--- src/hdl/nmsp_pkg.sv ---
// Shared types and constants for the nearest-centre shortest-path block.
// Used by the controller, the datapath and the top level; depends on nothing.
package nmsp_pkg;

   localparam int DIST_W   = 17;
   localparam int WEIGHT_W = 16;
   localparam int FIELD_CITY_W = 6;

   localparam logic [DIST_W-1:0] DIST_INF = 17'd99999;

   localparam logic [1:0] CMD_ADD_CITY = 2'd0;
   localparam logic [1:0] CMD_ADD_ROAD = 2'd1;
   localparam logic [1:0] CMD_QUERY    = 2'd2;

   localparam logic [1:0] ST_OK        = 2'd0;
   localparam logic [1:0] ST_REJECT    = 2'd1;
   localparam logic [1:0] ST_NO_CENTER = 2'd2;

   localparam logic [1:0] RD_IDX  = 2'd0;
   localparam logic [1:0] RD_NB   = 2'd1;
   localparam logic [1:0] RD_WALK = 2'd2;

   typedef struct packed {
      logic       capture;
      logic       add_city;
      logic       add_road;
      logic       init_wr;
      logic       idx_clear;
      logic       idx_inc;
      logic       scan_clear;
      logic       scan_eval;
      logic       settle_wr;
      logic       road_idx_clear;
      logic       road_idx_inc;
      logic       road_latch;
      logic [1:0] node_rd_sel;
      logic       relax_b;
      logic       relax_wr;
      logic       pick_clear;
      logic       pick_eval;
      logic       walk_start;
      logic       walk_wr;
      logic       walk_step;
      logic       emit_dec;
      logic       rsp_single;
      logic       rsp_route;
      logic [1:0] status;
   } ctrl_cmd_type;

   typedef struct packed {
      logic [1:0] cmd;
      logic       city_ok;
      logic       road_ok;
      logic       src_ok;
      logic       idx_last;
      logic       cur_valid;
      logic       road_none;
      logic       road_last;
      logic       match_a;
      logic       match_b;
      logic       best_valid;
      logic       pred_has;
      logic       route_one;
      logic       out_free;
   } ctrl_stat_type;

endpackage

--- src/hdl/nmsp_ctrl.sv ---
// Controller state machine: sequences decode, search rounds, centre pick and route output.
// Depends on nmsp_pkg; drives nmsp_dpath through the command struct.
module nmsp_ctrl (
   input  logic                    clock,
   input  logic                    reset,
   input  logic                    req_valid,
   output logic                    req_ready,
   input  nmsp_pkg::ctrl_stat_type stat,
   output nmsp_pkg::ctrl_cmd_type  cmd
);
   import nmsp_pkg::*;

   localparam logic [4:0] S_IDLE       = 5'd0;
   localparam logic [4:0] S_DECODE     = 5'd1;
   localparam logic [4:0] S_RESP       = 5'd2;
   localparam logic [4:0] S_INIT       = 5'd3;
   localparam logic [4:0] S_SCAN_START = 5'd4;
   localparam logic [4:0] S_SCAN_RD    = 5'd5;
   localparam logic [4:0] S_SCAN_EV    = 5'd6;
   localparam logic [4:0] S_SCAN_DONE  = 5'd7;
   localparam logic [4:0] S_ROAD_RD    = 5'd8;
   localparam logic [4:0] S_ROAD_EV    = 5'd9;
   localparam logic [4:0] S_CHK_A      = 5'd10;
   localparam logic [4:0] S_RELAX_A    = 5'd11;
   localparam logic [4:0] S_CHK_B      = 5'd12;
   localparam logic [4:0] S_RELAX_B    = 5'd13;
   localparam logic [4:0] S_NEXT_ROAD  = 5'd14;
   localparam logic [4:0] S_PICK_START = 5'd15;
   localparam logic [4:0] S_PICK_RD    = 5'd16;
   localparam logic [4:0] S_PICK_EV    = 5'd17;
   localparam logic [4:0] S_PICK_DONE  = 5'd18;
   localparam logic [4:0] S_WALK_RD    = 5'd19;
   localparam logic [4:0] S_WALK_EV    = 5'd20;
   localparam logic [4:0] S_EMIT_RD    = 5'd21;
   localparam logic [4:0] S_EMIT_OUT   = 5'd22;

   logic [4:0] state_ff, state_in;
   logic [1:0] code_ff, code_in;

   assign req_ready = (state_ff == S_IDLE);

   always_comb begin
      state_in = state_ff;
      code_in  = code_ff;
      cmd      = '0;
      cmd.node_rd_sel = RD_IDX;
      cmd.status      = code_ff;
      case (state_ff)
         S_IDLE: begin
            if (req_valid) begin
               cmd.capture = 1'b1;
               state_in    = S_DECODE;
            end
         end
         S_DECODE: begin
            code_in  = ST_REJECT;
            state_in = S_RESP;
            case (stat.cmd)
               CMD_ADD_CITY: begin
                  if (stat.city_ok) begin
                     cmd.add_city = 1'b1;
                     code_in      = ST_OK;
                  end
               end
               CMD_ADD_ROAD: begin
                  if (stat.road_ok) begin
                     cmd.add_road = 1'b1;
                     code_in      = ST_OK;
                  end
               end
               CMD_QUERY: begin
                  if (stat.src_ok) begin
                     cmd.idx_clear = 1'b1;
                     state_in      = S_INIT;
                  end
               end
               default: begin
                  code_in = ST_REJECT;
               end
            endcase
         end
         S_RESP: begin
            if (stat.out_free) begin
               cmd.rsp_single = 1'b1;
               state_in       = S_IDLE;
            end
         end
         S_INIT: begin
            cmd.init_wr = 1'b1;
            cmd.idx_inc = 1'b1;
            if (stat.idx_last) begin
               state_in = S_SCAN_START;
            end
         end
         S_SCAN_START: begin
            cmd.idx_clear  = 1'b1;
            cmd.scan_clear = 1'b1;
            state_in       = S_SCAN_RD;
         end
         S_SCAN_RD: begin
            state_in = S_SCAN_EV;
         end
         S_SCAN_EV: begin
            cmd.scan_eval = 1'b1;
            cmd.idx_inc   = 1'b1;
            state_in      = stat.idx_last ? S_SCAN_DONE : S_SCAN_RD;
         end
         S_SCAN_DONE: begin
            if (stat.cur_valid) begin
               cmd.settle_wr      = 1'b1;
               cmd.road_idx_clear = 1'b1;
               state_in = stat.road_none ? S_SCAN_START : S_ROAD_RD;
            end else begin
               state_in = S_PICK_START;
            end
         end
         S_ROAD_RD: begin
            state_in = S_ROAD_EV;
         end
         S_ROAD_EV: begin
            cmd.road_latch = 1'b1;
            state_in       = S_CHK_A;
         end
         S_CHK_A: begin
            if (stat.match_a) begin
               cmd.node_rd_sel = RD_NB;
               state_in        = S_RELAX_A;
            end else begin
               state_in = S_CHK_B;
            end
         end
         S_RELAX_A: begin
            cmd.relax_wr = 1'b1;
            state_in     = S_CHK_B;
         end
         S_CHK_B: begin
            if (stat.match_b) begin
               cmd.node_rd_sel = RD_NB;
               cmd.relax_b     = 1'b1;
               state_in        = S_RELAX_B;
            end else begin
               state_in = S_NEXT_ROAD;
            end
         end
         S_RELAX_B: begin
            cmd.relax_b  = 1'b1;
            cmd.relax_wr = 1'b1;
            state_in     = S_NEXT_ROAD;
         end
         S_NEXT_ROAD: begin
            if (stat.road_last) begin
               state_in = S_SCAN_START;
            end else begin
               cmd.road_idx_inc = 1'b1;
               state_in         = S_ROAD_RD;
            end
         end
         S_PICK_START: begin
            cmd.idx_clear  = 1'b1;
            cmd.pick_clear = 1'b1;
            state_in       = S_PICK_RD;
         end
         S_PICK_RD: begin
            state_in = S_PICK_EV;
         end
         S_PICK_EV: begin
            cmd.pick_eval = 1'b1;
            cmd.idx_inc   = 1'b1;
            state_in      = stat.idx_last ? S_PICK_DONE : S_PICK_RD;
         end
         S_PICK_DONE: begin
            if (stat.best_valid) begin
               cmd.walk_start = 1'b1;
               state_in       = S_WALK_RD;
            end else begin
               code_in  = ST_NO_CENTER;
               state_in = S_RESP;
            end
         end
         S_WALK_RD: begin
            cmd.node_rd_sel = RD_WALK;
            cmd.walk_wr     = 1'b1;
            state_in        = S_WALK_EV;
         end
         S_WALK_EV: begin
            cmd.walk_step = 1'b1;
            state_in      = stat.pred_has ? S_WALK_RD : S_EMIT_RD;
         end
         S_EMIT_RD: begin
            state_in = S_EMIT_OUT;
         end
         S_EMIT_OUT: begin
            if (stat.out_free) begin
               cmd.rsp_route = 1'b1;
               cmd.emit_dec  = 1'b1;
               state_in      = stat.route_one ? S_IDLE : S_EMIT_RD;
            end
         end
         default: begin
            state_in = S_IDLE;
         end
      endcase
   end

   always_ff @(posedge clock) begin
      if (reset) begin
         state_ff <= S_IDLE;
         code_ff  <= ST_OK;
      end else begin
         state_ff <= state_in;
         code_ff  <= code_in;
      end
   end

endmodule

--- config.mk ---
export PLATFORM = sky130hd
export DESIGN_NAME = nmsp_ctrl
export DESIGN_NICKNAME = d
export VERILOG_FILES = /design/src/hdl/nmsp_pkg.sv /design/src/hdl/nmsp_ctrl.sv
export SDC_FILE = /design/constraint.sdc
export NUM_CORES = 1
export LEC_CHECK = 0
export CAP_MARGIN = 15
export CORE_UTILIZATION = 55
export CTS_CLUSTER_DIAMETER = 30
export DETAILED_ROUTE_END_ITERATION = 6
export DONT_BUFFER_PORTS = 1
export PLACE_DENSITY = 0.8
export SYNTH_ARGS = -nofsm -noshare
export SYNTH_HDL_FRONTEND = slang
export SYNTH_SLANG_ARGS = --single-unit
export TNS_END_PERCENT = 50
--- constraint.sdc ---
create_clock -name clock -period 1.8 [get_ports clock]
set_clock_uncertainty 0.2 [all_clocks]
set_input_delay 0.18 -clock clock [delete_from_list [all_inputs] [get_ports clock]]
set_output_delay 0.18 -clock clock [all_outputs]
set_load 0.005 [all_outputs]
* Word level (Yosys, flattened, before mapping) *
Index checks and enable logic that the tools add are counted.

storage, ports and cells
  logic and storage cells = 94
  input bits = 18
  memories kept = 0
  ROM bits = 0
  bits in registers = 7
  bits in writable memories = 0
  bits in latches = 0

cells by class
  equal/unequal tests = 29
  shifts and indexed selects = 0
  bitwise gates (word level) = 0
  muxes and demuxes = 55
  reduce and logical (&&, ||, !) cells = 8
  $mul = 0
  order comparisons = 0
  divide/modulo/power cells = 0
  $add $sub $neg = 0

operator list
  operator            number
  $pmux 5 s23         1
  $eq 5x4->1 const B  8
  $eq 5x5->1 const B  7
  $mux 5              7
  $mux 1              29
  $eq 5x3->1 const B  4
  $mux 2              8
  $mux 4              3
  $eq 5x2->1 const B  2
  $ne 2x2->1 const B  5
  $pmux 2 s2          2
  $mux 3              2
  $pmux 2 s3          1
  $eq 5x1->1 const B  1
  $logic_not 5->1     1
  $pmux 1 s2          2
  $reduce_and 4->1    1
  $reduce_or 2->1     2
  $reduce_or 3->1     1
  $eq 2x1->1 const B  1
  $eq 2x2->1 const B  1
  $logic_not 2->1     1
  $reduce_and 2->1    1
  $reduce_bool 2->1   1

* Logic depth before layout (Yosys ltp) *
  word-level depth = 3
  depth in mapped cells = 7
  gate-level depth less buffers = 5

* Worst setup path after synthesis *
OpenSTA, ideal clock, no wires.

  kind = reg-to-reg
  from = register state_ff[3]
  to = register state_ff[2]
  cell stages (with the launch flop) = 7
  library setup time = 0.115 ns
  path buffers = 1
  arrival = 1.402 ns
  setup slack = 0.083 ns
  cells stage by stage = dfxtp_1 buf_6 or3b_4 a211o_1 o311ai_2 a21oi_1 o21a_1

between the ends
  cells in the longest elaborated chain, start to end = 3

ends and longest elaborated chain
  element                             RTL line          text
  start: declaration                  nmsp_ctrl.sv:37   logic [4:0] state_ff, state_in;
  start signal: assignment            nmsp_ctrl.sv:210  state_ff <= state_in;
  $eq 5x2->1 (tied with other cells)  nmsp_ctrl.sv:48   case (state_ff)
  $ne 2x2->1 (no source line)         n/a
  $reduce_and 4->1 (no source line)   n/a

Several ways; a longest one is shown, not always the timed one.
A chain may end at the register's enable or synchronous reset.

==> metrics.txt <==
outcome complete, but fails checks; violated checks DRC; internal power 0.000424 W; TritonCTS Buffers 3; DRT Wirelength 3210 um; die width 43.6 um; first-pass GRT wire length 4770 um; syn_nets 164; gr usage total 33.4%; post-DP HPWL 2170 um; crit path max fanout 19; Final Hold Fails 0; DR DRC count 10; min Tclk post-route 1.79 ns; Psw 0.000274 W; Yosys top cell area share 14.8%; Reg power frac 26.4%; initial core utilization 60.9%; Synth Register Bits 7; hold worst-path end code_ff[0]$_SDFFE_PP0P_; Hold Crit Class input pin to flip-flop; largest cells by area after synthesis dfxtp_1 (15%), nor2_1 (9.1%), nand2_1 (5.5%); Die ar. 1900 um^2; largest net degree at the start of global routing 20; Post-Syn Area 950 um^2; syn_area_per_cell 6.50 um^2; critical path arrival 1.41 ns; max cap viols 0; static leakage 0.424 nW; drt first-iter violations 99; reg2reg setup slack 0.05 ns; Highest Clock Rate 0.558 GHz; Gate power share 52.0%; vias in the first global route 1,027; cells on worst reg2reg path 5; Critical Path Sink Type primary output; most common cell after layout, fill and taps aside nor2_1; # diodes 0; PwrDens 571 nW/um^2; sequential share of the synthesized area 14.8%; Area growth syn-to-layout 28.9%; wire per inst 18.2 um; critical hold path startpoint stat[14]; final core utilization 78.5%; # rows 14; most frequent cells in the layout nor2_1 (19), buf_4 (16), nand2_1 (11), a21oi_1 (10); CP required 1.42 ns; Post-synth EDFFs 0; Clock Sinks 7; slowest cell on the critical path dfxtp_1; Tot Pwr 0.000699 W; clock root buffer clkbuf_4; Yosys Warn Count 0; Die Ht 43.6 um; Synth Flop Type dfxtp_1; Reg2Reg Launch Point state_ff[1]$_SDFFE_PP0P_; clock share of power 21.6%; vias post-DR 1,191; CP max stage delay 0.39 ns; Core Region 1560 um^2; unrepaired setup endpoints after global routing yes; Yosys top cell by area dfxtp_1; transition time of the tightest slew-check pin 0.381 ns; CTS max path bufs 2; DR vias/cell 6.77; WS Path Type flip-flop to primary output; Final nets 179; setup tns final 0 ns; slew margin rel. 74.4%; ratio of cells with drive above 1 in the final layout 29.4%; crit share post-route 99.5%; worst skew pair latency 0.26 ns; Hold Path Cell Cnt 3; crit path cell chain buf_6, nand3b_1, a211oi_2, buf_4; num ports 45; ys async rst share 0%; crit start category flip-flop; Sw Share 39.3%; Max Slew Vio Count 0; routability cong. 0.941; H-Tree Depth 1; Pre-antenna DRT Iters 6; GRT overflow 0; synth unique cells 43; Max IR drop VDD 0.314 mV; I/O Buffers 0; r2r endpoint state_ff[2]$_SDFFE_PP0P_; post-route ant nets 0; initial antenna violation count 0; Clock transition at path regs 0.06 ns; Syn Inst Count 146; setup violators final 0; CTS tree built
[Yosys cell counts (all sizes together) (3+ instances only)]
cell type  number
a21o            3
or3             4
a21oi          10
nor2           23
nor3b           3
nand2          14
nand3           3
nor3            9
nor2b           5
buf            14
nand2b          7
o21ai           6
dfxtp           7
nand3b          4
[per-layer routing]
metal	up-vias	wire length [um]	GRT usage, %
li1	553	-	-
met1	544	1280	44.6
met2	85	1520	55.8
met3	9	331	3.33
met4	0	69	11.3
met5	-	0	0
[what timing repair did]
item,in CTS,in global routing
resized for setup,11,19
setup buffers,0,2
hold buffers,7,0
pin swaps,0,5
endpoints found under the hold margin,7,0
setup endpoints to repair,11,15
[flip-flops by register name, summed over array words and instances, names as in the netlist]
register / cells
code_ff: 2
state_ff: 5
[area by class of cell]
cell class / instances / area, um^2
repair buffers: 25 / 213
well taps: 16 / 20.0
clock buffers: 4 / 26.3
flip-flops and latches: 7 / 148
inverters: 2 / 7.51
multi-input cells: 122 / 810
fillers: 116 / 335
[power groups by stage]
stage / sequential [W] / clock (W) / combinational [W]
global placement: 0.000184 / 0 / 0.000273
finish: 0.000184 / 0.000151 / 0.000363
detailed placement: 0.000184 / 0 / 0.000279
global route: 0.000187 / 0.000157 / 0.000390
floorplan: 0.000175 / 0 / 0.000223
CTS: 0.000182 / 0.000149 / 0.000305
[kinds of logic after synthesis]
| logic type | share of synthesized area, % |
|---|---|
| compound gates | 28.9 |
| flops | 14.8 |
| mux | 1.05 |
| xor+xnor | 1.84 |
| simple gates | 43.5 |
| buf+inv | 10.0 |
[worst max path at each step]
| stage | from | endpoint | slack (ns) |
|---|---|---|---|
| 2_1_floorplan | state_ff[3]$_SDFFE_PP0P_ | state_ff[2]$_SDFFE_PP0P_ | 0.08 |
| 6_report | state_ff[1]$_SDFFE_PP0P_ | cmd[12] | 0.009 |
| 3_3_place_gp | state_ff[3]$_SDFFE_PP0P_ | state_ff[2]$_SDFFE_PP0P_ | 0.09 |
| 3_5_place_dp | state_ff[3]$_SDFFE_PP0P_ | state_ff[2]$_SDFFE_PP0P_ | 0.05 |
| 4_1_cts | state_ff[1]$_SDFFE_PP0P_ | cmd[12] | 0.006 |
| 5_1_grt | state_ff[2]$_SDFFE_PP0P_ | cmd[24] | -0.04 |
[through the flow]
stage	setup WS (ns)	hold WS (ns)	cell area [um^2]	cells
detailed placement	0.0461	0.0528	1000	163
CTS	0.00618	0.0230	1130	174
finish	0.00898	0.0191	1220	176
global route	-0.0353	0.0359	1220	176
global placement	0.0942	0.0512	1000	163
floorplan	0.0834	0.0491	950	146
[critical path: cells and delay by family, from the launching register on]
kind | cells | cell delay [ns]
buffers and inverters | 2 | 0.35
AND/OR/NAND/NOR | 1 | 0.16
flip-flops | 1 | 0.39
AO/OA/AOI/OAI | 1 | 0.25
Note: power is estimated with default switching activity, not from simulation.
